[src/rtl/bdasc_pkg.sv]
// ----------------------------------------------------------------------------
// bdasc_pkg - shared types and constants for the decimal text converter
// Controller state, datapath command and status groups, and ASCII codes.
// ----------------------------------------------------------------------------
package bdasc_pkg;

  localparam int unsigned CFG_W  = 16;
  localparam int unsigned CHAR_W = 8;

  localparam logic [CFG_W-1:0]  BUFFER_SIZE_RST = 16'd21;
  localparam logic [CFG_W-1:0]  SMALL_BUF_MAX   = 16'd2;
  localparam logic [CHAR_W-1:0] ASCII_ZERO      = 8'd48;
  localparam logic [CHAR_W-1:0] ASCII_NINE      = 8'd57;
  localparam logic [CHAR_W-1:0] ASCII_NUL       = 8'd0;
  localparam logic [3:0]        DABBLE_THRESH   = 4'd5;
  localparam logic [3:0]        DABBLE_ADJ      = 4'd3;

  typedef enum logic [2:0] {
    ST_IDLE,
    ST_CONVERT,
    ST_SKIP,
    ST_EMIT,
    ST_TERM,
    ST_ZERO_DIGIT,
    ST_ERROR
  } state_e;

  typedef enum logic [1:0] {
    OUT_DIGIT,
    OUT_ZERO_CHAR,
    OUT_TERM,
    OUT_ERR
  } out_kind_e;

  typedef struct packed {
    logic      load;
    logic      dabble;
    logic      shift_digit;
    logic      push;
    out_kind_e out_kind;
  } ctrl_cmd_t;

  typedef struct packed {
    logic in_zero;
    logic bits_done;
    logic top_zero;
    logic digits_empty;
    logic limit_hit;
    logic small_buf;
    logic out_free;
  } ctrl_sts_t;

endpackage

[src/rtl/bdasc_ctrl.sv]
// ----------------------------------------------------------------------------
// bdasc_ctrl - conversion sequencer
// Steps through bit conversion, leading zero skip and character output.
// ----------------------------------------------------------------------------
module bdasc_ctrl (
  input  logic                 clk_i,
  input  logic                 rst_ni,
  input  logic                 in_valid_i,
  output logic                 in_ready_o,
  input  bdasc_pkg::ctrl_sts_t sts_i,
  output bdasc_pkg::ctrl_cmd_t cmd_o
);

  bdasc_pkg::state_e state_q, state_d;

  always_ff @(posedge clk_i or negedge rst_ni) begin
    if (!rst_ni) begin
      state_q <= bdasc_pkg::ST_IDLE;
    end else begin
      state_q <= state_d;
    end
  end

  always_comb begin
    state_d           = state_q;
    in_ready_o        = 1'b0;
    cmd_o.load        = 1'b0;
    cmd_o.dabble      = 1'b0;
    cmd_o.shift_digit = 1'b0;
    cmd_o.push        = 1'b0;
    cmd_o.out_kind    = bdasc_pkg::OUT_DIGIT;
    unique case (state_q)
      bdasc_pkg::ST_IDLE: begin
        in_ready_o = 1'b1;
        if (in_valid_i) begin
          cmd_o.load = 1'b1;
          priority if (!sts_i.in_zero) begin
            state_d = bdasc_pkg::ST_CONVERT;
          end else if (sts_i.small_buf) begin
            state_d = bdasc_pkg::ST_ERROR;
          end else begin
            state_d = bdasc_pkg::ST_ZERO_DIGIT;
          end
        end
      end
      bdasc_pkg::ST_CONVERT: begin
        cmd_o.dabble = 1'b1;
        if (sts_i.bits_done) begin
          state_d = bdasc_pkg::ST_SKIP;
        end
      end
      bdasc_pkg::ST_SKIP: begin
        if (sts_i.top_zero) begin
          cmd_o.shift_digit = 1'b1;
        end else begin
          state_d = bdasc_pkg::ST_EMIT;
        end
      end
      bdasc_pkg::ST_EMIT: begin
        priority if (sts_i.digits_empty || sts_i.limit_hit) begin
          state_d = bdasc_pkg::ST_TERM;
        end else if (sts_i.out_free) begin
          cmd_o.push        = 1'b1;
          cmd_o.shift_digit = 1'b1;
        end else begin
          state_d = bdasc_pkg::ST_EMIT;
        end
      end
      bdasc_pkg::ST_TERM: begin
        cmd_o.out_kind = bdasc_pkg::OUT_TERM;
        if (sts_i.out_free) begin
          cmd_o.push = 1'b1;
          state_d    = bdasc_pkg::ST_IDLE;
        end
      end
      bdasc_pkg::ST_ZERO_DIGIT: begin
        cmd_o.out_kind = bdasc_pkg::OUT_ZERO_CHAR;
        if (sts_i.out_free) begin
          cmd_o.push = 1'b1;
          state_d    = bdasc_pkg::ST_TERM;
        end
      end
      bdasc_pkg::ST_ERROR: begin
        cmd_o.out_kind = bdasc_pkg::OUT_ERR;
        if (sts_i.out_free) begin
          cmd_o.push = 1'b1;
          state_d    = bdasc_pkg::ST_IDLE;
        end
      end
      default: begin
        state_d = bdasc_pkg::ST_IDLE;
      end
    endcase
  end

`ifndef SYNTHESIS
  a_push_needs_room: assert property (@(posedge clk_i) disable iff (!rst_ni)
    cmd_o.push |-> sts_i.out_free)
    else $error("item pushed into occupied output register");

  a_skip_to_emit: assert property (@(posedge clk_i) disable iff (!rst_ni)
    (state_q == bdasc_pkg::ST_SKIP && !sts_i.top_zero) |=> state_q == bdasc_pkg::ST_EMIT)
    else $error("skip did not hand over to emit");

  a_ready_only_idle: assert property (@(posedge clk_i) disable iff (!rst_ni)
    in_ready_o |-> state_q == bdasc_pkg::ST_IDLE)
    else $error("input accepted outside idle");
`endif

endmodule

[src/rtl/bdasc_dp.sv]
// ----------------------------------------------------------------------------
// bdasc_dp - shift-add-3 datapath with digit emission and output register
// Holds the value, the BCD digits, the counters and the buffer size register.
// ----------------------------------------------------------------------------
module bdasc_dp #(
  parameter int unsigned VALUE_BITS = 64
) (
  input  logic                          clk_i,
  input  logic                          rst_ni,
  input  logic [63:0]                   in_data_i,
  input  logic                          cfg_valid_i,
  input  logic [bdasc_pkg::CFG_W-1:0]   cfg_data_i,
  input  bdasc_pkg::ctrl_cmd_t          cmd_i,
  output bdasc_pkg::ctrl_sts_t          sts_o,
  output logic                          out_valid_o,
  input  logic                          out_ready_i,
  output logic [bdasc_pkg::CHAR_W-1:0]  out_char_o,
  output logic                          out_last_o,
  output logic                          out_err_o
);

  localparam int unsigned NUM_DIGITS = (VALUE_BITS * 30103) / 100000 + 1;
  localparam int unsigned BCD_W      = 4 * NUM_DIGITS;
  localparam int unsigned BIT_CNT_W  = $clog2(VALUE_BITS);
  localparam int unsigned DIG_CNT_W  = $clog2(NUM_DIGITS + 1);

  logic [VALUE_BITS-1:0]         value_q, value_d;
  logic [BCD_W-1:0]              bcd_q, bcd_d, bcd_adj;
  logic [BIT_CNT_W-1:0]          bit_cnt_q, bit_cnt_d;
  logic [DIG_CNT_W-1:0]          dig_left_q, dig_left_d;
  logic [DIG_CNT_W-1:0]          emit_cnt_q, emit_cnt_d;
  logic [bdasc_pkg::CFG_W-1:0]   buf_size_q;
  logic                          out_valid_q;
  logic [bdasc_pkg::CHAR_W-1:0]  out_char_q;
  logic                          out_last_q;
  logic                          out_err_q;
  logic [3:0]                    top_digit;

  assign top_digit = bcd_q[BCD_W-1 -: 4];

  always_comb begin
    for (int i = 0; i < int'(NUM_DIGITS); i++) begin
      bcd_adj[4*i +: 4] = (bcd_q[4*i +: 4] >= bdasc_pkg::DABBLE_THRESH) ?
                          bcd_q[4*i +: 4] + bdasc_pkg::DABBLE_ADJ : bcd_q[4*i +: 4];
    end
  end

  always_comb begin
    value_d    = value_q;
    bcd_d      = bcd_q;
    bit_cnt_d  = bit_cnt_q;
    dig_left_d = dig_left_q;
    emit_cnt_d = emit_cnt_q;
    if (cmd_i.load) begin
      value_d    = in_data_i[VALUE_BITS-1:0];
      bcd_d      = '0;
      bit_cnt_d  = '0;
      dig_left_d = DIG_CNT_W'(NUM_DIGITS);
      emit_cnt_d = '0;
    end else if (cmd_i.dabble) begin
      value_d   = {value_q[VALUE_BITS-2:0], 1'b0};
      bcd_d     = {bcd_adj[BCD_W-2:0], value_q[VALUE_BITS-1]};
      bit_cnt_d = bit_cnt_q + 1'b1;
    end else if (cmd_i.shift_digit) begin
      bcd_d      = {bcd_q[BCD_W-5:0], 4'd0};
      dig_left_d = dig_left_q - 1'b1;
      if (cmd_i.push) begin
        emit_cnt_d = emit_cnt_q + 1'b1;
      end
    end
  end

  always_ff @(posedge clk_i) begin
    value_q <= value_d;
    bcd_q   <= bcd_d;
  end

  always_ff @(posedge clk_i or negedge rst_ni) begin
    if (!rst_ni) begin
      bit_cnt_q  <= '0;
      dig_left_q <= '0;
      emit_cnt_q <= '0;
      buf_size_q <= bdasc_pkg::BUFFER_SIZE_RST;
    end else begin
      bit_cnt_q  <= bit_cnt_d;
      dig_left_q <= dig_left_d;
      emit_cnt_q <= emit_cnt_d;
      if (cfg_valid_i) begin
        buf_size_q <= cfg_data_i;
      end
    end
  end

  // output register
  always_ff @(posedge clk_i or negedge rst_ni) begin
    if (!rst_ni) begin
      out_valid_q <= 1'b0;
    end else if (cmd_i.push) begin
      out_valid_q <= 1'b1;
    end else if (out_ready_i) begin
      out_valid_q <= 1'b0;
    end
  end

  always_ff @(posedge clk_i) begin
    if (cmd_i.push) begin
      unique case (cmd_i.out_kind)
        bdasc_pkg::OUT_DIGIT: begin
          out_char_q <= bdasc_pkg::ASCII_ZERO + {4'd0, top_digit};
          out_last_q <= 1'b0;
          out_err_q  <= 1'b0;
        end
        bdasc_pkg::OUT_ZERO_CHAR: begin
          out_char_q <= bdasc_pkg::ASCII_ZERO;
          out_last_q <= 1'b0;
          out_err_q  <= 1'b0;
        end
        bdasc_pkg::OUT_TERM: begin
          out_char_q <= bdasc_pkg::ASCII_NUL;
          out_last_q <= 1'b1;
          out_err_q  <= 1'b0;
        end
        default: begin
          out_char_q <= bdasc_pkg::ASCII_NUL;
          out_last_q <= 1'b1;
          out_err_q  <= 1'b1;
        end
      endcase
    end
  end

  assign sts_o.in_zero      = (in_data_i[VALUE_BITS-1:0] == '0);
  assign sts_o.bits_done    = (bit_cnt_q == BIT_CNT_W'(VALUE_BITS - 1));
  assign sts_o.top_zero     = (top_digit == 4'd0);
  assign sts_o.digits_empty = (dig_left_q == '0);
  assign sts_o.limit_hit    = (buf_size_q != '0) &&
                              ({{(bdasc_pkg::CFG_W-DIG_CNT_W){1'b0}}, emit_cnt_q} >=
                               (buf_size_q - 16'd1));
  assign sts_o.small_buf    = (buf_size_q <= bdasc_pkg::SMALL_BUF_MAX);
  assign sts_o.out_free     = !out_valid_q || out_ready_i;

  assign out_valid_o = out_valid_q;
  assign out_char_o  = out_char_q;
  assign out_last_o  = out_last_q;
  assign out_err_o   = out_err_q;

`ifndef SYNTHESIS
  a_digit_available: assert property (@(posedge clk_i) disable iff (!rst_ni)
    (cmd_i.push && cmd_i.out_kind == bdasc_pkg::OUT_DIGIT) |-> !sts_o.digits_empty)
    else $error("digit emitted with none left");

  a_digit_ascii: assert property (@(posedge clk_i) disable iff (!rst_ni)
    (out_valid_q && !out_last_q) |->
      (out_char_q >= bdasc_pkg::ASCII_ZERO && out_char_q <= bdasc_pkg::ASCII_NINE))
    else $error("non-final item is not a decimal digit");

  a_err_is_last: assert property (@(posedge clk_i) disable iff (!rst_ni)
    (out_valid_q && out_err_q) |-> (out_last_q && out_char_q == bdasc_pkg::ASCII_NUL))
    else $error("error item not a final nul");
`endif

endmodule

[src/rtl/binary_to_decimal_ascii_core.sv]
// ----------------------------------------------------------------------------
// binary_to_decimal_ascii_core - unsigned binary to decimal ASCII text
// Converts each input value to digits, most significant first, then a nul.
// ----------------------------------------------------------------------------
// Usage
//   s_axis: one item per value, tdata carries the value (low VALUE_BITS used).
//   m_axis: one item per character; tlast marks the terminating nul or the
//     error item, tuser is the error flag.
//   cfg: write buffer_size (terminator included) while the block is idle.
// Sequence
//   A nonzero value is accepted, runs through the shift-add-3 loop once per
//   value bit, drops its leading zero digits, and emits its characters and
//   then the terminator; digits beyond the buffer size are not emitted. A
//   zero value emits one zero character and the terminator, or only the error
//   item when buffer_size is 2 or less. s_axis_tready is high only between
//   conversions.
// Reset
//   Sequencer returns to idle, output register empties, buffer_size is 21.
// Stall
//   A stalled receiver holds the current item in the output register and the
//   sequencer waits; no item is lost or repeated.
// ----------------------------------------------------------------------------
module binary_to_decimal_ascii_core #(
  parameter int unsigned VALUE_BITS = 64
) (
  input  logic        clk_i,
  input  logic        rst_ni,
  input  logic        s_axis_tvalid,
  output logic        s_axis_tready,
  input  logic [63:0] s_axis_tdata,   // [63:0] value
  output logic        m_axis_tvalid,
  input  logic        m_axis_tready,
  output logic [7:0]  m_axis_tdata,   // [7:0] character
  output logic        m_axis_tlast,
  output logic        m_axis_tuser,   // [0] error
  input  logic        cfg_valid_i,
  output logic        cfg_ready_o,
  input  logic [15:0] cfg_data_i      // buffer_size
);

  bdasc_pkg::ctrl_cmd_t cmd;
  bdasc_pkg::ctrl_sts_t sts;

  assign cfg_ready_o = 1'b1;

  bdasc_ctrl u_ctrl (
    .clk_i      (clk_i),
    .rst_ni     (rst_ni),
    .in_valid_i (s_axis_tvalid),
    .in_ready_o (s_axis_tready),
    .sts_i      (sts),
    .cmd_o      (cmd)
  );

  bdasc_dp #(
    .VALUE_BITS (VALUE_BITS)
  ) u_dp (
    .clk_i       (clk_i),
    .rst_ni      (rst_ni),
    .in_data_i   (s_axis_tdata),
    .cfg_valid_i (cfg_valid_i),
    .cfg_data_i  (cfg_data_i),
    .cmd_i       (cmd),
    .sts_o       (sts),
    .out_valid_o (m_axis_tvalid),
    .out_ready_i (m_axis_tready),
    .out_char_o  (m_axis_tdata),
    .out_last_o  (m_axis_tlast),
    .out_err_o   (m_axis_tuser)
  );

endmodule
[config.mk]
export PLATFORM = sky130hd
export DESIGN_NAME = binary_to_decimal_ascii_core
export DESIGN_NICKNAME = d
export VERILOG_FILES = /design/src/rtl/bdasc_pkg.sv /design/src/rtl/bdasc_ctrl.sv /design/src/rtl/bdasc_dp.sv /design/src/rtl/binary_to_decimal_ascii_core.sv
export SDC_FILE = /design/constraint.sdc
export NUM_CORES = 1
export LEC_CHECK = 0
export BUFFER_PORTS_ARGS = -buffer_cell sky130_fd_sc_hd__clkbuf_2
export CAP_MARGIN = 30
export CORE_ASPECT_RATIO = 0.75
export CORE_MARGIN = 2
export CORE_UTILIZATION = 60
export DETAILED_ROUTE_END_ITERATION = 10
export PLACE_DENSITY = 0.8
export SLEW_MARGIN = 0
export SYNTH_ARGS = -nofsm -noshare
export SYNTH_HDL_FRONTEND = slang
export SYNTH_SLANG_ARGS = --single-unit
[constraint.sdc]
create_clock -name clk_i -period 4.5 [get_ports clk_i]
set_input_delay 0.675 -clock clk_i [delete_from_list [all_inputs] [get_ports clk_i]]
set_output_delay 0.675 -clock clk_i [all_outputs]
set_load 0.02 [all_outputs]
**Word level (Yosys, flattened, before mapping)**

Cells that the tools add are included.

- Input port bits: 85
- Register bits: 190
- Output and inout port bits: 13
- Logic and storage cells: 155

- Magnitude comparators: 22
- Eq/ne operators: 16
- $add $sub $neg: 25
- Reduce and logical (&&, ||, !) cells: 22
- Multiplexer cells: 59

Operators with widths:

| kind | count |
|---|---|
| 2-to-1 mux 80 bit | 2 |
| 2-to-1 mux 64 bit | 2 |
| greater-or-equal comparator 4 x 3 -> 1 bit, second input constant | 20 |
| adder 4 x 2 -> 4 bit, second input constant | 19 |
| 2-to-1 mux 4 bit | 19 |
| logical NOT 64 bit | 1 |
| 2-to-1 mux 5 bit | 7 |
| 2-to-1 mux 3 bit | 9 |
| case mux 3 bit (6 select lines) | 1 |
| greater-or-equal comparator 5 x 16 -> 1 bit | 1 |
| <= comparator 16 x 2 -> 1 bit, second input constant | 1 |
| case mux 8 bit (2 select lines) | 1 |
| nonzero test 16 bit | 1 |
| subtractor 16 x 1 -> 16 bit, second input constant | 1 |
| 2-to-1 mux 6 bit | 2 |
| 2-to-1 mux 1 bit | 10 |
| nonzero test 2 bit | 5 |
| == test 3 bit, second input constant | 3 |
| != test 2 bit, second input constant | 4 |
| adder 6 x 4 -> 7 bit, first input constant | 1 |
| adder 6 x 1 -> 6 bit, second input constant | 1 |
| == test 3 x 2 -> 1 bit, second input constant | 2 |
| == test 6 bit, second input constant | 1 |
| 2-to-1 mux 2 bit | 3 |
| other kinds (22) | 27 |

**Longest topological paths before layout**

- Depth after elaboration: 10
- Gate-level depth with buffers: 14
- Gate-level depth less buffers: 12

**By module**

From an unflattened synthesis, not the netlist that was laid out.

- Cell total of the unflattened synthesis: 1001
- Area, all modules: 10261.1 um^2

Modules (own cells, without submodules):

| module | times used | cells each | area an instance (um^2) | sequential area each (um^2) |
|---|---|---|---|---|
| bdasc_dp | 1 | 962 | 9918.3 | 4563.1 |
| bdasc_ctrl | 1 | 37 | 331.6 | 75.1 |
| binary_to_decimal_ascii_core | 1 | 2 | 11.3 | 0.0 |

**Least setup slack after synthesis**

OpenSTA, ideal clock, no wires.

- Kind: register -> register
- From: register u_ctrl.state_q[0]
- To: register u_dp.value_q[0], enable pin
- Clock period less this slack: 3.717 ns
- Setup slack: 0.783 ns
- Stages on the path, launching flop included: 8
- Arrival time: 3.293 ns
- Library setup time: 0.424 ns
- Buffers on the path: 4
- Data required time: 4.076 ns
- Path through: dfrtp_1 -> clkbuf_1 -> nor3_1 -> nand2_1 -> clkbuf_1 -> clkbuf_1 -> clkbuf_1 -> nand2_1

- Longest elaborated chain between the ends: 3
- Elaborated cells between the ends (all ways): 5
- Classes of those cells: eq/ne (1); mux (2); reduce/logical (2)

RTL lines:

| element | RTL line | source |
|---|---|---|
| start, declared | bdasc_ctrl.sv:14 | `bdasc_pkg::state_e state_q, state_d;` |
| start signal, assigned | bdasc_ctrl.sv:18 | `state_q <= bdasc_pkg::ST_IDLE;` |
| start signal, assigned | bdasc_ctrl.sv:20 | `state_q <= state_d;` |
| == test 3 x 1 -> 1 bit / logical NOT 3 bit (equally long branches) | bdasc_ctrl.sv:32 | `unique case (state_q)` |
| 2-to-1 mux 1 bit | bdasc_ctrl.sv:32 |  |
| nonzero test 2 bit (no line) * | -- |  |
| end signal, assigned | bdasc_dp.sv:74 | `value_q <= value_d;` |
| end, declared | bdasc_dp.sv:27 | `logic [VALUE_BITS-1:0] value_q, value_d;` |

Every way passes the cells marked *; elsewhere a longest branch is shown, timed or not.
A chain may end at the register's enable or synchronous reset.

**Worst setup path in the final report**

- From: register u_dp.buf_size_q[0] in the netlist's numbering
- To: register u_dp.bcd_q[71]

- Longest elaborated chain between the ends: 7
- Elaborated cells between the ends (all ways): 8
- Classes of those cells: add/sub (1); order compare (1); mux (2); reduce/logical (4)

RTL lines:

| element | RTL line | source |
|---|---|---|
| start, declared | bdasc_dp.sv:32 | `logic [bdasc_pkg::CFG_W-1:0] buf_size_q;` |
| start signal, assigned | bdasc_dp.sv:83 | `buf_size_q <= bdasc_pkg::BUFFER_SIZE_RST;` |
| start signal, assigned | bdasc_dp.sv:89 | `buf_size_q <= cfg_data_i;` |
| subtractor 16 x 1 -> 16 bit | bdasc_dp.sv:138 | `(buf_size_q - 16'd1));` |
| greater-or-equal comparator 5 x 16 -> 1 bit | bdasc_dp.sv:137 | `({{(bdasc_pkg::CFG_W-DIG_CNT_W){1'b0}}, emit_cnt_q} >=` |
| logical AND 1 bit * | bdasc_dp.sv:136 | `assign sts_o.limit_hit = (buf_size_q != '0) &&` |
| logical OR 1 bit * | bdasc_ctrl.sv:60 | `priority if (sts_i.digits_empty \|\| sts_i.limit_hit) begin` |
| 2-to-1 mux 2 bit * | bdasc_ctrl.sv:60 |  |
| case mux 1 bit (2 select lines) * | bdasc_ctrl.sv:32 |  |
| nonzero test 2 bit (no line) * | -- |  |
| end signal, assigned | bdasc_dp.sv:75 | `bcd_q <= bcd_d;` |
| end, declared | bdasc_dp.sv:28 | `logic [BCD_W-1:0] bcd_q, bcd_d, bcd_adj;` |

Marks and branches as above.

==> impl_metrics.json <==
{
  "dr.pass1.iters": 5,
  "clk_latency_ns": 0.45,
  "max_stage_delay_ns": 0.56,
  "max-vdd-ir-drop_uv": 477,
  "crit_buf_inv": 2,
  "cp_top_family": "compound AO/OA/AOI/OAI gates",
  "antenna_found_initial": 0,
  "drt-vias-per-instance": 5.76,
  "cp_slowest_cell": "dfstp_2",
  "routed_wl_um": 22500,
  "grt_first_pass_wirelength_um": 38300,
  "syn_avg_cell_area_um2": 9.10,
  "tightest_slew_ns": 1.00,
  "cts_setup_buffers": 0,
  "path_class": "flip-flop to flip-flop",
  "fin_crit_sh": 0.695,
  "leakage_uw": 0.00498,
  "placed_cell_area_mm2": 0.0112,
  "syn_inst": 1165,
  "yosysSeqAreaShare": 0.437,
  "drt-initial-drc-count": 898,
  "grt_usage": 0.250,
  "synth_ff_type": "dfxtp_1",
  "io_buffers": 94,
  "setup_ws_ns": 1.37,
  "core_area_mm2": 0.0175,
  "die_x_um": 158,
  "final_cell_area_mm2": 0.0118,
  "dp_slack_ns": 1.43,
  "power_density_mw_per_mm2": 704,
  "cts_tree": "done",
  "clkSinkCount": 187,
  "fin_util": 0.675,
  "fin_crit_ns": 3.13,
  "clock.fmax_mhz": 320,
  "synthArstFlopShare": 0.193,
  "relSlewSlack": 0.333,
  "synth_edf_count": 71,
  "cts_buffers": 17,
  "grt_start_max_net_pins": 114,
  "yosys.cell_count.top_type": "nand2_1",
  "status": "finished, final reports clean",
  "wl_per_cell_um": 15.2,
  "start_util": 0.606,
  "grt_pass1_vias": 7895,
  "hp-class": "input pin to async pin",
  "seq_area_mm2": 0.00464,
  "synth.top_cell.area_share": 0.201,
  "crit_arrival_ns": 3.47,
  "critical_path.max_fanout": 65,
  "hpwl_um": 14300,
  "fill_cells": 1414,
  "critical_path.endpoint_type": "flip-flop",
  "num_vias": 8519,
  "maxCapViolations": 0,
  "cts_buffer_depth": 2,
  "fin_worst_skew_ns": 0.0181,
  "ys_seq_elements": 187,
  "drc": 0,
  "drv_slew": 0,
  "syn_to_final_growth_pct": 11.3,
  "synthTopCellsByArea": "edfxtp_1 (20%), dfxtp_1 (15%), nand2_1 (7.8%)",
  "setup_violations": 0,
  "cts_resized": 0,
  "pin_count": 98,
  "fin_cells": 1478,
  "required_ns": 4.85,
  "diodes": 0,
  "yosys_warnings": 0,
  "die_area_mm2": 0.0188,
  "cts.clk_slew.worst_paths_ns": 0.08,
  "htree_levels": 4,
  "synth_top_area_cell": "edfxtp_1",
  "drive_above_1_share": 0.130,
  "rsz0062_at_grt": "no",
  "dp_cells": 1445,
  "finalSetupTns_ns": 0,
  "met2_length_um": 9990,
  "syn-cell-area_mm2": 0.0106,
  "gr-total-overflow": 0,
  "synthDistinctLibCells": 57,
  "path_cells": "inv_1, ha_1, xnor2_1, ha_1, a21o_1, a31oi_1, o21ai_0, o211ai_2, o21ai_4, o21ai_4, buf_12, mux2i_1, a211oi_1",
  "startpoint_type": "flip-flop",
  "met3_wirelength_um": 1090,
  "ctsHoldBuffers": 0,
  "rows": 42,
  "layout.nets": 1359,
  "multi_input_area_mm2": 0.00550,
  "wl_met1_um": 11200,
  "gp_congestion": 0.824,
  "cts_root_buf": "clkbuf_16",
  "routed.top_layer": "met4",
  "synth_commonest_cells": "nand2_1 (221), o21ai_0 (101), a21oi_1 (91)",
  "die_y_um": 119,
  "ant_nets": 0,
  "hold_viol": 0
}
## metal layers
metal / vias up / GRT usage
met5: - / 0
met4: 0 / 0.0642
met3: 22 / 0.0455
met2: 213 / 0.367
met1: 4004 / 0.380
li1: 4280 / -
## layout make-up
cell class                      instances  area share
Tap cell                              242      0.0257
Sequential cell                       187       0.393
Multi-Input combinational cell        867       0.466
Clock inverter                         15      0.0175
Timing Repair Buffer                  100      0.0458
Inverter                               50      0.0159
Clock buffer                           17      0.0360
## logic make-up (layout without fill, tap and decap cells)
| logic type | Yosys count | in the layout | share of synthesized area |
|---|---|---|---|
| AND/OR/NAND/NOR | 412 | 412 | 0.187 |
| AO/OA/AOI/OAI | 283 | 283 | 0.159 |
| flip-flops | 187 | 187 | 0.437 |
| buffers and inverters | 112 | 182 | 0.0466 |
| multiplexers | 88 | 88 | 0.0845 |
| adder cells (fa/ha/maj) | 51 | 51 | 0.0602 |
| XOR/XNOR | 30 | 30 | 0.0248 |
| other | 2 | 3 | 0.000708 |
## cells in the final DEF, fill, tap and decap left out, types with 17 or more instances in the layout
cell type and count:
a211oi_1 36, a21oi_1 91, clkbuf_16 17, clkbuf_2 94, dfrtp_1 33, dfxtp_1 80
edfxtp_1 71, ha_1 51, inv_1 50, mux2i_1 76, nand2_1 218, nand2b_1 24
nor2_1 45, nor3b_1 56, nor4_1 19, o21ai_0 101, o311a_1 19, xnor2_1 25
## stage by stage
| step | hold slack (ns) | power [µW] |
|---|---|---|
| 6_report | 0.333 | 8310 |
| 5_1_grt | 0.410 | 8980 |
| 4_1_cts | 0.353 | 8330 |
| 3_5_place_dp | 0.449 | 6690 |
| 3_3_place_gp | 0.459 | 6510 |
| 2_1_floorplan | 0.379 | 5950 |
## flip-flops by register name (all words and copies together) (netlist names)
name,cells
u_dp.bcd_q,80
u_dp.value_q,64
u_dp.buf_size_q,16
u_dp.bit_cnt_q,6
u_dp.dig_left_q,5
u_dp.emit_cnt_q,5
u_dp.out_char_o,5
u_ctrl.state_q,3
u_dp.out_err_o,1
u_dp.out_last_o,1
u_dp.out_valid_o,1
## path summary, 6_finish.rpt
path / cells past startpoint / slack [ns] / startpoint / endpoint
max reg2reg: 13 / 1.37 / u_dp.buf_size_q[0]$_DFFE_PN1P_ / u_dp.bcd_q[71]$_SDFFE_PP0P_
max in group asynchronous: 1 / 3.61 / rst_ni / u_dp.dig_left_q[2]$_DFFE_PN0P_
max: 13 / 1.37 / u_dp.buf_size_q[0]$_DFFE_PN1P_ / u_dp.bcd_q[71]$_SDFFE_PP0P_
min in group clk_i: 3 / 0.44 / cfg_data_i[0] / u_dp.buf_size_q[0]$_DFFE_PN1P_
min reg2reg: 2 / 0.48 / u_dp.value_q[63]$_DFFE_PP_ / u_dp.bcd_q[0]$_SDFFE_PP0P_
min: 1 / 0.33 / rst_ni / u_dp.buf_size_q[1]$_DFFE_PN0P_
## where the power goes
part	switching, µW	total [µW]	internal (µW)
Sequential	752	3290	2540
Combinational	1850	3430	1580
Clock	774	1590	814
Note: power is estimated with default switching activity, not from simulation.
